===== src/hw/rtl/ampq_pkg.sv =====
package ampq_pkg;

    // capacity of the store
    localparam int DEPTH  = 8;
    localparam int VAL_W  = 32;
    localparam int ADDR_W = (DEPTH > 1) ? $clog2(DEPTH) : 1;
    localparam int CNT_W  = $clog2(DEPTH + 1);
    localparam int OUT_CNT_W = 4;

    localparam logic OP_INSERT = 1'b0;
    localparam logic OP_REMOVE = 1'b1;

    localparam logic [1:0] ST_INSERTED = 2'd0;
    localparam logic [1:0] ST_FULL     = 2'd1;
    localparam logic [1:0] ST_REMOVED  = 2'd2;
    localparam logic [1:0] ST_EMPTY    = 2'd3;

    // controller -> datapath
    typedef struct packed {
        logic       load_in;
        logic       set_status;
        logic [1:0] status;
        logic       ins_write;
        logic       scan_start;
        logic       scan_step;
        logic       shift_start;
        logic       shift_step;
        logic       dec_held;
        logic       load_out;
    } cmd_t;

    // datapath -> controller
    typedef struct packed {
        logic op;
        logic full;
        logic empty;
        logic scan_last;
        logic shift_done;
        logic out_busy;
    } sts_t;

endpackage


===== src/hw/rtl/ampq_ram.sv =====
module ampq_ram #(
    parameter int WIDTH = 32,
    parameter int DEPTH = 8
) (
    input  logic                                        aclk,
    input  logic                                        we,
    input  logic [((DEPTH > 1) ? $clog2(DEPTH) : 1)-1:0] waddr,
    input  logic [WIDTH-1:0]                            wdata,
    input  logic [((DEPTH > 1) ? $clog2(DEPTH) : 1)-1:0] raddr,
    output logic [WIDTH-1:0]                            rdata
);

    logic [WIDTH-1:0] mem_reg [DEPTH];
    logic [WIDTH-1:0] rdata_reg;

    always_ff @(posedge aclk) begin
        if (we) begin
            mem_reg[waddr] <= wdata;
        end
        rdata_reg <= mem_reg[raddr];
    end

    assign rdata = rdata_reg;

endmodule


===== src/hw/rtl/ampq_ctrl.sv =====
module ampq_ctrl import ampq_pkg::*; (
    input  logic aclk,
    input  logic aresetn,
    input  logic s_tvalid,
    output logic s_tready,
    input  sts_t sts,
    output cmd_t cmd
);

    localparam logic [2:0] S_IDLE   = 3'd0;
    localparam logic [2:0] S_DECODE = 3'd1;
    localparam logic [2:0] S_SCAN   = 3'd2;
    localparam logic [2:0] S_SHSET  = 3'd3;
    localparam logic [2:0] S_SHIFT  = 3'd4;
    localparam logic [2:0] S_DONE   = 3'd5;

    logic [2:0] state_reg;
    logic [2:0] state_next;

    always_ff @(posedge aclk) begin
        if (!aresetn) begin
            state_reg <= S_IDLE;
        end else begin
            state_reg <= state_next;
        end
    end

    always_comb begin
        state_next = state_reg;
        cmd        = '0;
        s_tready   = 1'b0;
        case (state_reg)
            S_IDLE: begin
                s_tready = 1'b1;
                if (s_tvalid) begin
                    cmd.load_in = 1'b1;
                    state_next  = S_DECODE;
                end
            end
            S_DECODE: begin
                if (sts.op == OP_INSERT) begin
                    cmd.set_status = 1'b1;
                    if (sts.full) begin
                        cmd.status = ST_FULL;
                    end else begin
                        cmd.status    = ST_INSERTED;
                        cmd.ins_write = 1'b1;
                    end
                    state_next = S_DONE;
                end else if (sts.empty) begin
                    cmd.set_status = 1'b1;
                    cmd.status     = ST_EMPTY;
                    state_next     = S_DONE;
                end else begin
                    cmd.scan_start = 1'b1;
                    state_next     = S_SCAN;
                end
            end
            S_SCAN: begin
                cmd.scan_step = 1'b1;
                if (sts.scan_last) begin
                    state_next = S_SHSET;
                end
            end
            S_SHSET: begin
                cmd.shift_start = 1'b1;
                state_next      = S_SHIFT;
            end
            S_SHIFT: begin
                if (sts.shift_done) begin
                    cmd.dec_held   = 1'b1;
                    cmd.set_status = 1'b1;
                    cmd.status     = ST_REMOVED;
                    state_next     = S_DONE;
                end else begin
                    cmd.shift_step = 1'b1;
                end
            end
            S_DONE: begin
                if (!sts.out_busy) begin
                    cmd.load_out = 1'b1;
                    state_next   = S_IDLE;
                end
            end
            default: begin
                state_next = S_IDLE;
            end
        endcase
    end

endmodule


===== src/hw/rtl/ampq_dp.sv =====
module ampq_dp import ampq_pkg::*; (
    input  logic             aclk,
    input  logic             aresetn,
    input  cmd_t             cmd,
    output sts_t             sts,
    input  logic             in_op,
    input  logic [VAL_W-1:0] in_value,
    output logic             m_tvalid,
    input  logic             m_tready,
    output logic [39:0]      m_tdata,
    output logic [1:0]       m_tuser
);

    localparam int CX_W = CNT_W + OUT_CNT_W;

    logic              op_reg, op_next;
    logic [VAL_W-1:0]  val_reg, val_next;
    logic [CNT_W-1:0]  held_reg, held_next;
    logic [CNT_W-1:0]  idx_reg, idx_next;
    logic              pend_reg, pend_next;
    logic [VAL_W-1:0]  best_val_reg, best_val_next;
    logic [ADDR_W-1:0] best_idx_reg, best_idx_next;
    logic [1:0]        status_reg, status_next;

    logic                 out_valid_reg, out_valid_next;
    logic [1:0]           out_status_reg, out_status_next;
    logic [VAL_W-1:0]     out_value_reg, out_value_next;
    logic [OUT_CNT_W-1:0] out_count_reg, out_count_next;

    logic [CNT_W-1:0]  idx_m1;
    logic [CNT_W-1:0]  idx_m2;
    logic [CX_W-1:0]   held_ext;
    logic              idx_lt_held;
    logic              we;
    logic [ADDR_W-1:0] waddr;
    logic [VAL_W-1:0]  wdata;
    logic [ADDR_W-1:0] raddr;
    logic [VAL_W-1:0]  rdata;

    ampq_ram #(
        .WIDTH (VAL_W),
        .DEPTH (DEPTH)
    ) u_ram (
        .aclk  (aclk),
        .we    (we),
        .waddr (waddr),
        .wdata (wdata),
        .raddr (raddr),
        .rdata (rdata)
    );

    assign idx_m1      = idx_reg - CNT_W'(1);
    assign idx_m2      = idx_reg - CNT_W'(2);
    assign idx_lt_held = idx_reg < held_reg;
    assign held_ext    = CX_W'(held_reg);

    // write port: tail append on insert, one place down while compacting
    assign we    = cmd.ins_write | (cmd.shift_step & pend_reg);
    assign waddr = cmd.ins_write ? held_reg[ADDR_W-1:0] : idx_m2[ADDR_W-1:0];
    assign wdata = cmd.ins_write ? val_reg : rdata;
    assign raddr = cmd.scan_start ? '0 : idx_reg[ADDR_W-1:0];

    always_comb begin
        op_next         = op_reg;
        val_next        = val_reg;
        held_next       = held_reg;
        idx_next        = idx_reg;
        pend_next       = pend_reg;
        best_val_next   = best_val_reg;
        best_idx_next   = best_idx_reg;
        status_next     = status_reg;
        out_valid_next  = out_valid_reg;
        out_status_next = out_status_reg;
        out_value_next  = out_value_reg;
        out_count_next  = out_count_reg;

        if (cmd.load_in) begin
            op_next  = in_op;
            val_next = in_value;
        end
        if (cmd.set_status) begin
            status_next = cmd.status;
        end
        if (cmd.ins_write) begin
            held_next = held_reg + CNT_W'(1);
        end
        if (cmd.dec_held) begin
            held_next = held_reg - CNT_W'(1);
        end

        // scan: rdata holds entry idx-1; strict less keeps the oldest on ties
        if (cmd.scan_start) begin
            idx_next = CNT_W'(1);
        end
        if (cmd.scan_step) begin
            if ((idx_reg == CNT_W'(1)) || ($signed(rdata) < $signed(best_val_reg))) begin
                best_val_next = rdata;
                best_idx_next = idx_m1[ADDR_W-1:0];
            end
            if (idx_lt_held) begin
                idx_next = idx_reg + CNT_W'(1);
            end
        end

        if (cmd.shift_start) begin
            idx_next  = CNT_W'(best_idx_reg) + CNT_W'(1);
            pend_next = 1'b0;
        end
        if (cmd.shift_step) begin
            pend_next = idx_lt_held;
            if (idx_lt_held) begin
                idx_next = idx_reg + CNT_W'(1);
            end
        end

        if (cmd.load_out) begin
            out_valid_next  = 1'b1;
            out_status_next = status_reg;
            out_value_next  = (status_reg == ST_REMOVED) ? best_val_reg : '0;
            out_count_next  = held_ext[OUT_CNT_W-1:0];
        end else if (m_tready) begin
            out_valid_next = 1'b0;
        end
    end

    always_ff @(posedge aclk) begin
        if (!aresetn) begin
            held_reg      <= '0;
            idx_reg       <= '0;
            pend_reg      <= 1'b0;
            out_valid_reg <= 1'b0;
        end else begin
            held_reg      <= held_next;
            idx_reg       <= idx_next;
            pend_reg      <= pend_next;
            out_valid_reg <= out_valid_next;
        end
        op_reg         <= op_next;
        val_reg        <= val_next;
        best_val_reg   <= best_val_next;
        best_idx_reg   <= best_idx_next;
        status_reg     <= status_next;
        out_status_reg <= out_status_next;
        out_value_reg  <= out_value_next;
        out_count_reg  <= out_count_next;
    end

    assign sts.op         = op_reg;
    assign sts.full       = held_reg >= CNT_W'(DEPTH);
    assign sts.empty      = held_reg == '0;
    assign sts.scan_last  = !idx_lt_held;
    assign sts.shift_done = !pend_reg && !idx_lt_held;
    assign sts.out_busy   = out_valid_reg && !m_tready;

    assign m_tvalid = out_valid_reg;
    assign m_tuser  = out_status_reg;
    assign m_tdata  = {4'b0000, out_count_reg, out_value_reg};

endmodule


===== src/hw/rtl/array_min_priority_queue_top.sv =====
// Channel  | Dir | tdata                          | tuser        | Transaction
// ---------+-----+--------------------------------+--------------+--------------------------
// s_ (op)  | in  | [31:0] value                   | [0] opcode   | one insert or remove-min
// m_ (res) | out | [31:0] removed_value,[35:32] count | [1:0] status | one result per operation
//
// Sequence: insert, full and empty pass through decode and a done state before the
// result. Remove-min scans with one RAM read per entry, then compacts with a priming
// read, one read/write pair per later entry and a closing step (single RAM port each).
// Reset: aresetn low clears the count and control; stored entries are not cleared.
// Stalls: one result may wait in the output register while the next operation is
// accepted; the block only holds off completing that operation until it drains.
module array_min_priority_queue_top import ampq_pkg::*; (
    input  logic             aclk,
    input  logic             aresetn,
    // operation channel
    input  logic             s_tvalid,
    output logic             s_tready,
    input  logic [VAL_W-1:0] s_tdata,   // [31:0] value
    input  logic             s_tuser,   // [0] opcode: 0 insert, 1 remove-min
    // result channel
    output logic             m_tvalid,
    input  logic             m_tready,
    output logic [39:0]      m_tdata,   // [31:0] removed_value, [35:32] count, rest zero
    output logic [1:0]       m_tuser    // [1:0] status
);

    cmd_t cmd;
    sts_t sts;

    // sequencer: decode, scan for minimum, compact, hand off
    ampq_ctrl u_ctrl (
        .aclk     (aclk),
        .aresetn  (aresetn),
        .s_tvalid (s_tvalid),
        .s_tready (s_tready),
        .sts      (sts),
        .cmd      (cmd)
    );

    // entry store, count, running minimum and output register
    ampq_dp u_dp (
        .aclk     (aclk),
        .aresetn  (aresetn),
        .cmd      (cmd),
        .sts      (sts),
        .in_op    (s_tuser),
        .in_value (s_tdata),
        .m_tvalid (m_tvalid),
        .m_tready (m_tready),
        .m_tdata  (m_tdata),
        .m_tuser  (m_tuser)
    );

endmodule

===== config.mk =====
export PLATFORM = sky130hd
export DESIGN_NAME = array_min_priority_queue_top
export DESIGN_NICKNAME = d
export VERILOG_FILES = /design/src/hw/rtl/ampq_pkg.sv /design/src/hw/rtl/ampq_ram.sv /design/src/hw/rtl/ampq_ctrl.sv /design/src/hw/rtl/ampq_dp.sv /design/src/hw/rtl/array_min_priority_queue_top.sv
export SDC_FILE = /design/constraint.sdc
export NUM_CORES = 1
export LEC_CHECK = 0
export ABC_CLOCK_PERIOD_IN_PS = 4850
export BUFFER_PORTS_ARGS = -buffer_cell sky130_fd_sc_hd__buf_2
export CORE_MARGIN = 4
export CORE_UTILIZATION = 55
export CTS_BUF_LIST = sky130_fd_sc_hd__clkbuf_8 sky130_fd_sc_hd__clkbuf_16
export DETAILED_ROUTE_END_ITERATION = 10
export PLACE_DENSITY = 0.84
export SLEW_MARGIN = 20
export SYNTH_ARGS = -nofsm -noshare
export SYNTH_HDL_FRONTEND = slang
export SYNTH_SLANG_ARGS = --single-unit

===== constraint.sdc =====
create_clock -name aclk -period 4.85 [get_ports aclk]
set_clock_uncertainty 0.05 [all_clocks]
set_input_delay 0.2425 -clock aclk [delete_from_list [all_inputs] [get_ports aclk]]
set_output_delay 0.2425 -clock aclk [all_outputs]
set_load 0.01 [all_outputs]

# After elaboration in Yosys (flattened, before gate mapping)
# Memories as Yosys holds them, arrays and structs flattened. A register that Yosys moved wholly into a read port is not among the register bits.
# Index checks and enable logic that the tools add are counted.
[classes]
n_addsub = 6
order_cmp = 3
bitwise_logic = 2
eq_ne = 11
mux = 44
reduce_logical = 13
[op_table]
columns = ["op", "count"]
rows = [
  ["$mux 3", 11],
  ["$lt 32x32->1", 1],
  ["$mux 32", 1],
  ["$mux 4", 8],
  ["$mux 1", 20],
  ["$pmux 3 s6", 1],
  ["$add 4x1->4 const B", 2],
  ["$ne 2x2->1 const B", 4],
  ["$eq 3x2->1 const B", 2],
  ["$eq 3x3->1 const B", 2],
  ["$pmux 3 s2", 1],
  ["$reduce_bool 2->1", 3],
  ["$add 3x1->4 const B", 1],
  ["$eq 4x1->1 const B", 1],
  ["$ge 4x4->1 const B", 1],
  ["$logic_not 4->1", 1],
  ["$lt 4x4->1", 1],
  ["$mux 2", 2],
  ["$reduce_and 4->1", 1],
  ["$sub 4x1->4 const B", 1],
  ["$eq 3x1->1 const B", 1],
  ["$logic_not 1->1", 3],
  ["$logic_not 3->1", 1],
  ["$sub 3x1->3 const B", 1],
  ["7 further kinds", 8],
]
[totals]
ff_bits = 121
wordCells = 93
ram_bits = 256
memories = 1
out_inout_bits = 44
input_bits = 37
[mem_list]
columns = ["name", "words", "width", "read_ports", "rd_clocked_by_memory_dff", "write_ports", "line_no", "source"]
rows = [
  ["u_dp.u_ram.mem_reg", 8, 32, 1, 1, 1, "ampq_ram.sv:13", "logic [WIDTH-1:0] mem_reg [DEPTH];"],
]

# Logic depth before layout (Yosys ltp)
# Gate-level depths: netlist (run 1).
[depth]
word_depth = 10
ltp_mapped = 15
mapped_depth_nobuf = 14

# Hierarchy
# From an unflattened synthesis (run 1), not the netlist that was laid out.
[unflattened]
cells_unflattened = 843
area_unflattened_um2 = 16209.3
[modules_own_cells]
columns = ["mod", "seq_area_each_um2", "instances", "cells_each", "area_each_um2"]
rows = [
  ["ampq_ram", 8328.0, 1, 415, 10466.3],
  ["ampq_dp", 3443.3, 1, 391, 5460.2],
  ["ampq_ctrl", 60.1, 1, 37, 282.8],
]

# Least setup slack after synthesis (run 1)
# OpenSTA, ideal clock, no wires.
[synth_timing]
kind = "reg2reg"
startpoint = "register u_dp.best_val_reg[30]"
endpoint = "register u_dp.best_idx_reg[0] (enable)"
arrival_time_ps = 4155
setup_ps = 471
setup_slack_ps = 174
path_buffers = 0
stages_incl_launch_ff = 9
period_less_slack_ps = 4676
t_required_ps = 4329
path_cell_list = "edfxtp_1 > inv_1 > ha_1 > a21oi_1 > nand2_1 > a221o_1 > a211o_1 > a311o_1 > nor3_1"
[synth_between]
elab_chain_cells = 3
[synth_rtl]
columns = ["item", "line_no", "source"]
rows = [
  ["from (decl)", "ampq_dp.sv:21", "logic [VAL_W-1:0] best_val_reg, best_val_next;"],
  ["from (signal assigned)", "ampq_dp.sv:140", "best_val_reg <= best_val_next;"],
  ["$lt 32x32->1", "ampq_dp.sv:96", "if ((idx_reg == CNT_W'(1)) || ($signed(rdata) < $signed(best_val_reg))) begin"],
  ["$logic_or 1x1->1", "ampq_dp.sv:96", ""],
  ["$reduce_and 2->1 (no line)", "--", ""],
  ["to (signal assigned)", "ampq_dp.sv:141", "best_idx_reg <= best_idx_next;"],
  ["to (decl)", "ampq_dp.sv:22", "logic [ADDR_W-1:0] best_idx_reg, best_idx_next;"],
]
# Every way passes these cells.
# A chain may end at the register's enable or synchronous reset.

# Final worst setup path (run 1)
[layout_timing]
startpoint = "register u_ctrl.state_reg[0]"
endpoint = "memory u_dp.u_ram.mem_reg[1][4] (enable)"
[layout_between]
elab_chain_cells = 6
elab_cells_between_ends = 9
cone_classes = "eq/ne (2); mux (5); bitwise (2)"
[layout_rtl]
columns = ["item", "line_no", "source"]
rows = [
  ["from (decl)", "ampq_ctrl.sv:17", "logic [2:0] state_reg;"],
  ["from (signal assigned)", "ampq_ctrl.sv:24", "state_reg <= state_next;"],
  ["$eq 3x3->1", "ampq_ctrl.sv:32", "case (state_reg)"],
  ["$mux 2", "ampq_ctrl.sv:32", ""],
  ["$and 1x1->1", "ampq_dp.sv:58", "assign we = cmd.ins_write | (cmd.shift_step & pend_reg);"],
  ["$or 1x1->1", "ampq_dp.sv:58", ""],
  ["$mux 1", "ampq_ram.sv:17", "if (we) begin"],
  ["$mux 1 (not written as such)", "ampq_ram.sv:18", "mem_reg[waddr] <= wdata;"],
  ["to (decl)", "ampq_ram.sv:13", ""],
]
# Several ways; a longest one is shown, not always the timed one.

==> results of run 1 <==
[Yosys cell counts, types with 2 or more instances]
library cell | count | area (um2)
a211oi_1 | 34 | 255
a21o_1 | 35 | 263
a21oi_1 | 24 | 120
a221oi_1 | 4 | 35.0
a311oi_1 | 33 | 289
a31oi_1 | 5 | 31.3
a32oi_1 | 2 | 17.5
and2_0 | 5 | 31.3
and2_1 | 60 | 375
and3_1 | 2 | 12.5
buf_2 | 16 | 80.1
buf_4 | 12 | 90.1
buf_6 | 3 | 33.8
clkbuf_1 | 22 | 82.6
dfxtp_1 | 45 | 901
edfxtp_1 | 364 | 10900
ha_1 | 41 | 513
inv_1 | 41 | 154
inv_2 | 2 | 7.51
mux4_2 | 32 | 721
nand2_1 | 179 | 672
nand2b_1 | 3 | 18.8
nand3_1 | 9 | 45.0
nand4_1 | 7 | 43.8
nor2_1 | 25 | 93.8
nor2b_1 | 2 | 12.5
nor3_1 | 9 | 45.0
nor3b_1 | 3 | 22.5
nor4_1 | 2 | 12.5
o211ai_1 | 2 | 15.0
o21ai_0 | 16 | 80.1
o21ai_2 | 2 | 17.5
o22ai_1 | 2 | 12.5
or3_1 | 2 | 12.5
xnor2_1 | 3 | 26.3
xor2_1 | 3 | 26.3
[worst paths after layout]
kind                                                       start                                  to  slack, ns
worst min-delay path                                    m_tready          u_dp.m_tvalid$_SDFFE_PN0P_       0.04
worst max register to register  u_ctrl.state_reg[0]$_SDFFE_PN0P_  u_dp.u_ram.mem_reg[1][4]$_DFFE_PP_       1.09
worst max-delay path            u_ctrl.state_reg[0]$_SDFFE_PN0P_  u_dp.u_ram.mem_reg[1][4]$_DFFE_PP_       1.09
worst min register to register      u_dp.status_reg[1]$_DFFE_PP_           u_dp.m_tuser[1]$_DFFE_PP_       0.42
[per-stage QoR]
step	hold slack [ns]	utilization	setup slack, ns	total power, mW	area, um2
finish	0.0381	0.650	1.09	11.5	18800
global route	0.115	0.650	1.02	12.1	18800
CTS	0.0138	0.650	1.17	11.6	18800
detailed placement	0.371	0.591	1.24	8.34	17100
global placement	0.371	0.591	1.44	8.16	17100
floorplan	0.291	-	0.174	7.38	16400
[power by group]
part,switching [mW],internal (mW),total [mW]
combinational,2.04,1.01,3.04
clock,1.27,1.87,3.15
sequential,0.379,4.98,5.36
[cell type report]
type                       instances  share of cell area
tap                              384              0.0255
clock inverter                    30              0.0147
multi-input combinational        573               0.220
sequential                       409               0.628
timing repair buffer             129              0.0465
clock buffer                      45              0.0574
inverter                          43             0.00856
[kinds of logic after synthesis]
kind of cell	after synthesis
and+or+nand+nor	314
buffers and inverters	98
DFF	409
muxes	33
AOI/OAI and AO/OA	174
other	1
xor gates and xnor gates	6
adders and majority gates	42
[critical path, cell delays in order (launching register included)]
cell,delay (ns)
dfxtp_1,0.85
or3b_1,0.59
or3_1,0.75
nor3_1,0.34
a31oi_1,0.15
nor2_2,0.16
buf_4,0.47
[per-layer routing]
metal  up-vias  global-route usage  wire [um]
met5         -                   0          0
met4         0              0.0832       1240
met3        88              0.0369       2680
met2       496               0.353      17400
met1      4772               0.279      13800
li1       4314                   -          -
==> results.cfg, run 1 <==
[run_status]
status = finished, final reports clean

[final_layout]
area_growth_pct = 15.3
regArea_um2 = 11800
final_nets = 1276
final_cells = 1613
fill_cells = 1927
layout_commonest_cell = edfxtp_1
largest_reg_flops = 256
multi_input_area_um2 = 4140
final_cell_mix = edfxtp_1 (364), nand2_1 (179), buf_2 (76), and2_1 (59)
antenna_cells = 0
drive_gt1_frac = 0.177

[place]
dp_cells = 1504
portBuffers = 76
gp_congestion = 0.832
hpwl_mm = 19.7

[die]
coreArea_um2 = 29000
die_area_um2 = 32600
ios = 81
row_count = 62
die_x_um = 180
initial_core_util = 0.564
die_h_um = 180

[timing]
rsz0062_at_grt = no
setup_viol = 0
finalHoldViolCount = 0
fin_crit_sh = 0.775
tightest_slew_ns = 1.01
max_freq_mhz = 266
fin_tns_setup_ns = 0
slew_headroom = 0.324
min_period_ns = 3.76
slew_viol_final = 0

[detailed_routing]
ant_nets = 0
viasPerCell = 6.00
drt-total-wl_mm = 35.1
via_count = 9670
routedWlPerCell_um = 21.8
drtIter0Drc = 1022
firstDrtPassIters = 6
drc_errors = 0

[pwr]
p_per_area_nw_per_um2 = 613
ir_worst_vdd_mv = 0.295
p_leak_nw = 6.94

[clocking]
root_buffer = clkbuf_16
post_cts_buffers = 0
cts_buffers = 41
post_cts_resize_count = 0
hold_buffers = 34
numClockSinks = 409
cts_tree = yes
htreeDepth = 2
clkTransAtPathRegs_ns = 0.06
clockBufferDepth = 3
clkLatencyLatePin_ns = 0.53

[setup_path]
critPathCaptureType = register
reg2reg_depth = 6
critPathKind = reg2reg
start_kind = register
cp_max_fo = 32
arrival_ns = 3.86
cp.required_ns = 4.95

[global_route]
grt-ovfl-total = 0
grt_pass1_vias = 9648
antenna_found_initial = 0
grt_pass1_wl_mm = 54.1
grt_max_degree = 99
grt_use_total = 0.211

[run]
drv_cap = 0

[worst_hold_path]
min_path_type = in2reg
hold_path_depth = 3

[logic_synthesis]
synth_mux_area_frac = 0.0447
synth_ff_type = edfxtp_1
ys_async_sr_fraction = 0
syn_area_um2 = 16400
synth-simple-area-share = 0.0885
synth_edf_count = 364
ys_ff_latch = 409
ys_seq_area_frac = 0.724
synthCells = 1077
synth_compound_area_frac = 0.0792
synthAdderAreaFrac = 0.0326
yosysWarnings = 0
synth_area_per_cell_um2 = 15.2
synth_xor_area_frac = 0.00321
yosysUniqueCellTypes = 62
synth_top_family_by_area = simple AND/OR/NAND/NOR gates
(Power assumes the default switching activity.)
==> inputs of run 2 (changes only) <==
--- a/config.mk
+++ b/config.mk
@@ -5,7 +5,7 @@
 export SDC_FILE = /design/constraint.sdc
 export NUM_CORES = 1
 export LEC_CHECK = 0
-export ABC_CLOCK_PERIOD_IN_PS = 4850
+export ABC_CLOCK_PERIOD_IN_PS = 3400
 export BUFFER_PORTS_ARGS = -buffer_cell sky130_fd_sc_hd__buf_2
 export CORE_MARGIN = 4
 export CORE_UTILIZATION = 55
==> constraint.sdc (replaced) <==
create_clock -name aclk -period 3.4 [get_ports aclk]
set_clock_uncertainty 0.05 [all_clocks]
set_input_delay 0.17 -clock aclk [delete_from_list [all_inputs] [get_ports aclk]]
set_output_delay 0.17 -clock aclk [all_outputs]
set_load 0.01 [all_outputs]
==> results.cfg, run 2 (synthesized netlist as in run 1, its figures left out) <==
[setup_path]
crit_slowest_cell = nor4_2
cp.required_ns = 3.61
start_kind = register
crit_chain = inv_1 > ha_1 > nand4_1 > nor4_2 > nor3b_1 > o41ai_1 > a21oi_1 > nor3_4 > buf_4
cp_max_fo = 15
cpPeakStageDelay_ns = 0.57
critPathCaptureType = register
critPathKind = reg2reg
arrival_ns = 3.40

[global_route]
antenna_found_initial = 0
grt_use_total = 0.211
grt_pass1_wl_mm = 54.4
grt_pass1_vias = 9687
grt_max_degree = 99
grt-ovfl-total = 0

[detailed_routing]
viasPerCell = 5.88
drt-total-wl_mm = 34.5
ant_nets = 0
via_count = 9588
routedWlPerCell_um = 21.2
drtIter0Drc = 1025
firstDrtPassIters = 5
drc_errors = 0

[pwr]
pwr-share-seq = 0.464
clkPwrFrac = 0.256
power_frac_comb = 0.281
p_per_area_nw_per_um2 = 852
power.internal_mw = 11.0
p_leak_nw = 7.03
power.switching_mw = 5.19
p_sw_frac = 0.321
ir_worst_vdd_mv = 0.439

[final_layout]
final_nets = 1294
finalInstanceArea_um2 = 19000
area_growth_pct = 16.2
layout_commonest_cell = edfxtp_1
final_cells = 1630
largest_reg_flops = 256
antenna_cells = 0
post-route-util = 0.655
final_cell_mix = edfxtp_1 (364), nand2_1 (179), buf_2 (76), and2_1 (59), inv_1 (55)
drive_gt1_frac = 0.181

[place]
portBuffers = 76
dp_cells = 1520
hpwl_mm = 20.0
gp_congestion = 0.841
dpl-instance-area_um2 = 17400

[timing]
rsz0062_at_grt = no
fin_crit_sh = 0.939
finalHoldViolCount = 0
max_freq_mhz = 313
min_period_ns = 3.19
setup_viol = 0
fin_tns_setup_ns = 0
tightest_slew_ns = 0.755
slew_headroom = 0.490
slew_viol_final = 0

[clocking]
cts_tree = yes
htreeDepth = 2
clkLatencyLatePin_ns = 0.53
numClockSinks = 409
root_buffer = clkbuf_16
clockBufferDepth = 3
cts_buffers = 42
clkTransAtPathRegs_ns = 0.06

[die]
die_x_um = 180
die_h_um = 180
coreArea_um2 = 29000
row_count = 62
initial_core_util = 0.564
ios = 81
die_area_um2 = 32600

[run]
drv_cap = 0

[run_status]
status = finished, final reports clean

[worst_hold_path]
min_path_type = in2reg
==> run 2: cell count changes in the layout (fill, tap and decap cells not counted), sizes merged <==
cell and delta:
dlygate4sd3 +1, bufinv -5, buf +16, clkinvlp -1, inv +8, clkinv -2
==> run 2: layer usage <==
metal | vias up | GRT usage | wire length (um) | part of all wire
li1 | 4324 | - | - | -
met1 | 4703 | 0.288 | 13800 | 0.40
met2 | 501 | 0.356 | 17000 | 0.49
met3 | 60 | 0.0373 | 2980 | 0.086
met4 | 0 | 0.0578 | 771 | 0.022
met5 | - | 0 | 0 | 0
==> run 2: path summary, 6_finish.rpt <==
path / start / end / slack (ns) / depth (start not counted)
setup / recovery: u_dp.best_val_reg[31]$_DFFE_PP_ / u_dp.best_val_reg[5]$_DFFE_PP_ / 0.21 / 9
hold / removal: s_tvalid / u_ctrl.state_reg[0]$_SDFFE_PN0P_ / 0.18 / 5
setup reg to reg: u_dp.best_val_reg[31]$_DFFE_PP_ / u_dp.best_val_reg[5]$_DFFE_PP_ / 0.21 / 9
hold reg to reg: u_dp.status_reg[1]$_DFFE_PP_ / u_dp.m_tuser[1]$_DFFE_PP_ / 0.41 / 0
==> run 2: repair_timing <==
item / in CTS / in global routing
resized for setup: 0 / 1
buffers inserted: 0 / 0
endpoints found under the hold margin: 40 / 0
hold buffers: 35 / 0
endpoints found under the setup margin: 0 / 35
==> run 2: cell type report <==
cell class	instances	area, um2
Timing Repair Buffer	146	1120
Clock inverter	30	153
Sequential cell	409	11800
Clock buffer	45	1100
Fill cell	1898	10000
Multi-Input combinational cell	573	4160
Inverter	43	161
Tap cell	384	480
==> run 2: critical path, delay by kind of cell, from the launching register on <==
family / cells / cell delay [ns]
adders and majority gates: 1 / 0.35
AOI/OAI and AO/OA: 2 / 0.57
DFF: 1 / 0.35
and+or+nand+nor: 4 / 1.31
buffers and inverters: 2 / 0.28
==> run 2: through the flow <==
stage	hold WS (ns)	power, mW	setup slack, ns
finish	0.184	16.2	0.209
CTS	0.163	16.2	0.0226
global placement	0.299	11.8	0.0786
detailed placement	0.298	12.0	0.0389
floorplan	0.219	10.5	-0.0418
global route	0.206	17.0	0.0730
==> run 2: power by group through the flow <==
stage / logic, mW / clock network, mW / registers (mW)
detailed placement: 4.42 / 0 / 7.59
CTS: 4.51 / 4.20 / 7.50
global route: 5.00 / 4.41 / 7.58
floorplan: 3.03 / 0 / 7.51
global placement: 4.24 / 0 / 7.55
finish: 4.54 / 4.14 / 7.51
==> inputs of run 3 (changes only) <==
--- a/config.mk
+++ b/config.mk
@@ -5,6 +5,7 @@
 export SDC_FILE = /design/constraint.sdc
 export NUM_CORES = 1
 export LEC_CHECK = 0
+export ABC_AREA = 1
 export ABC_CLOCK_PERIOD_IN_PS = 3400
 export BUFFER_PORTS_ARGS = -buffer_cell sky130_fd_sc_hd__buf_2
 export CORE_MARGIN = 4
==> results.cfg, run 3 <==
[run_status]
status = finished, final reports clean

[final_layout]
layout_commonest_cell = edfxtp_1
multi_input_area_um2 = 3820
drive_gt1_frac = 0.127
final_cell_mix = edfxtp_1 (364), nand2_1 (249), nor2_1 (179), inv_1 (80), buf_2 (76)
final_cells = 1835
final_nets = 1500
fill_cells = 1944
antenna_cells = 0
finalInstanceArea_um2 = 18500
area_growth_pct = 13.8
regArea_um2 = 11800
largest_reg_flops = 256

[logic_synthesis]
ys_async_sr_fraction = 0
netlist_top_cells_count = edfxtp_1 (364), nand2_1 (250), nor2_1 (189), o21ai_1 (75), o21ai_0 (74)
syn_area_um2 = 16300
ys_seq_area_frac = 0.727
ys_ff_latch = 409
yosysTopAreaCell = edfxtp_1
synthCells = 1306
yosysMostFrequentCell = edfxtp_1
yosysWarnings = 0
synth_area_per_cell_um2 = 12.5
synth_area_leaders = edfxtp_1 (67%), nand2_1 (5.8%), dfxtp_1 (5.5%)
synth_ff_type = edfxtp_1
yosysUniqueCellTypes = 38
synth_edf_count = 364
netlist.area_leader.share = 0.671

[setup_path]
cp_max_fo = 56
crit_slowest_cell = clkinv_2
reg2reg_setup_slack_ns = 0.71
cp.required_ns = 3.78
critPathKind = reg2reg
start_kind = register
crit_top_cell = nand2_1
arrival_ns = 3.07
crit_chain = inv_1 > nand4_2 > nand3_4 > inv_4 > nor2_8 > clkinv_2 > buf_4 > o21ai_0 > o22ai_1 > nand2_1 > nand2_1
cp_num_buf_inv = 4
cpPeakStageDelay_ns = 0.67
crit_family = buffers and inverters
critPathCaptureType = register

[place]
portBuffers = 76
hpwl_mm = 20.5
place_ws_ns = 0.826
dpl-instance-area_um2 = 17000
gp_congestion = 0.863
dp_cells = 1730

[global_route]
antenna_found_initial = 0
grt_pass1_wl_mm = 57.0
grt_use_total = 0.219
grt_pass1_vias = 10500
grt_max_degree = 85
grt-ovfl-total = 0

[timing]
rsz0062_at_grt = no
setup_viol = 0
tightest_slew_ns = 1.03
fin_tns_setup_ns = 0
finalHoldViolCount = 0
min_period_ns = 2.69
slew_viol_final = 0
fin_ws_ns = 0.707
slew_headroom = 0.308
max_freq_mhz = 371
fin_crit_sh = 0.792

[clocking]
clkLatencyLatePin_ns = 0.54
clkTransAtPathRegs_ns = 0.06
post_cts_resize_count = 0
cts_tree = yes
htreeDepth = 2
post_cts_buffers = 0
hold_buffers = 35
numClockSinks = 409
root_buffer = clkbuf_16
clockBufferDepth = 3
cts_buffers = 38

[detailed_routing]
routedWlPerCell_um = 19.9
ant_nets = 0
firstDrtPassIters = 5
drc_errors = 0
viasPerCell = 5.86
drt-total-wl_mm = 36.6
drtIter0Drc = 1306
via_count = 10800

[die]
initial_core_util = 0.563
ios = 81
coreArea_um2 = 28900
die_h_um = 180
row_count = 62
die_area_um2 = 32400
die_x_um = 180

[run]
drv_cap = 0

[pwr]
ir_worst_vdd_mv = 0.570
p_per_area_nw_per_um2 = 881
power_mw = 16.3
p_leak_nw = 6.97

[worst_hold_path]
min_path_type = in2reg
==> run 3: final timing paths <==
check,cells after the start,from,to
worst max-delay path,11,u_dp.held_reg[1]$_SDFFE_PN0P_,u_dp.u_ram.rdata[0]$_DFF_P_
worst min-delay path,5,s_tvalid,u_ctrl.state_reg[2]$_SDFFE_PN0P_
worst min register to register,0,u_dp.u_ram.rdata[0]$_DFF_P_,u_dp.best_val_reg[0]$_DFFE_PP_
worst max register to register,11,u_dp.held_reg[1]$_SDFFE_PN0P_,u_dp.u_ram.rdata[0]$_DFF_P_
==> run 3: report_power, final <==
part | switching [mW] | total (mW) | internal, mW
clock | 1.77 | 3.89 | 2.12
sequential | 0.480 | 7.46 | 6.98
combinational | 3.59 | 4.99 | 1.40
total | 5.84 | 16.3 | 10.5
==> run 3: metal layers <==
metal / GRT usage / routed length (um) / vias up
li1: - / - / 4822
met1: 0.301 / 14000 / 5143
met2: 0.353 / 17400 / 702
met3: 0.0412 / 4190 / 94
met4: 0.0789 / 944 / 0
met5: 0 / 0 / -
==> run 3: worst register-to-register path, stage by stage, from the launching register on <==
cell      delay (ns)
dfxtp_1         0.35
inv_1           0.22
nand4_2         0.19
nand3_4         0.14
inv_4           0.07
nor2_8          0.08
clkinv_2        0.67
buf_4           0.47
o21ai_0         0.11
o22ai_1         0.10
nand2_1         0.07
nand2_1         0.06
==> run 3: stage by stage <==
stage	utilization	hold WS, ns
final	0.640	0.150
after global routing	0.640	0.211
after CTS	0.640	0.126
after detailed placement	0.589	0.298
after global placement	0.589	0.296
after floorplan	-	0.219
==> run 3: cell type report <==
cell class / count / share of cell area
clock inverters: 29 / 0.00810
multi-input cells: 764 / 0.206
repair buffers: 133 / 0.0524
well taps: 384 / 0.0259
flip-flops and latches: 409 / 0.638
inverters: 75 / 0.0155
clock buffers: 41 / 0.0535
==> run 3: kinds of logic after synthesis <==
kind of cell    synth area share
xor+xnor                 0.00269
compound gates            0.0821
other cells             0.000230
simple gates               0.113
fa+ha+maj                 0.0327
buf+inv                   0.0425
flops                      0.727
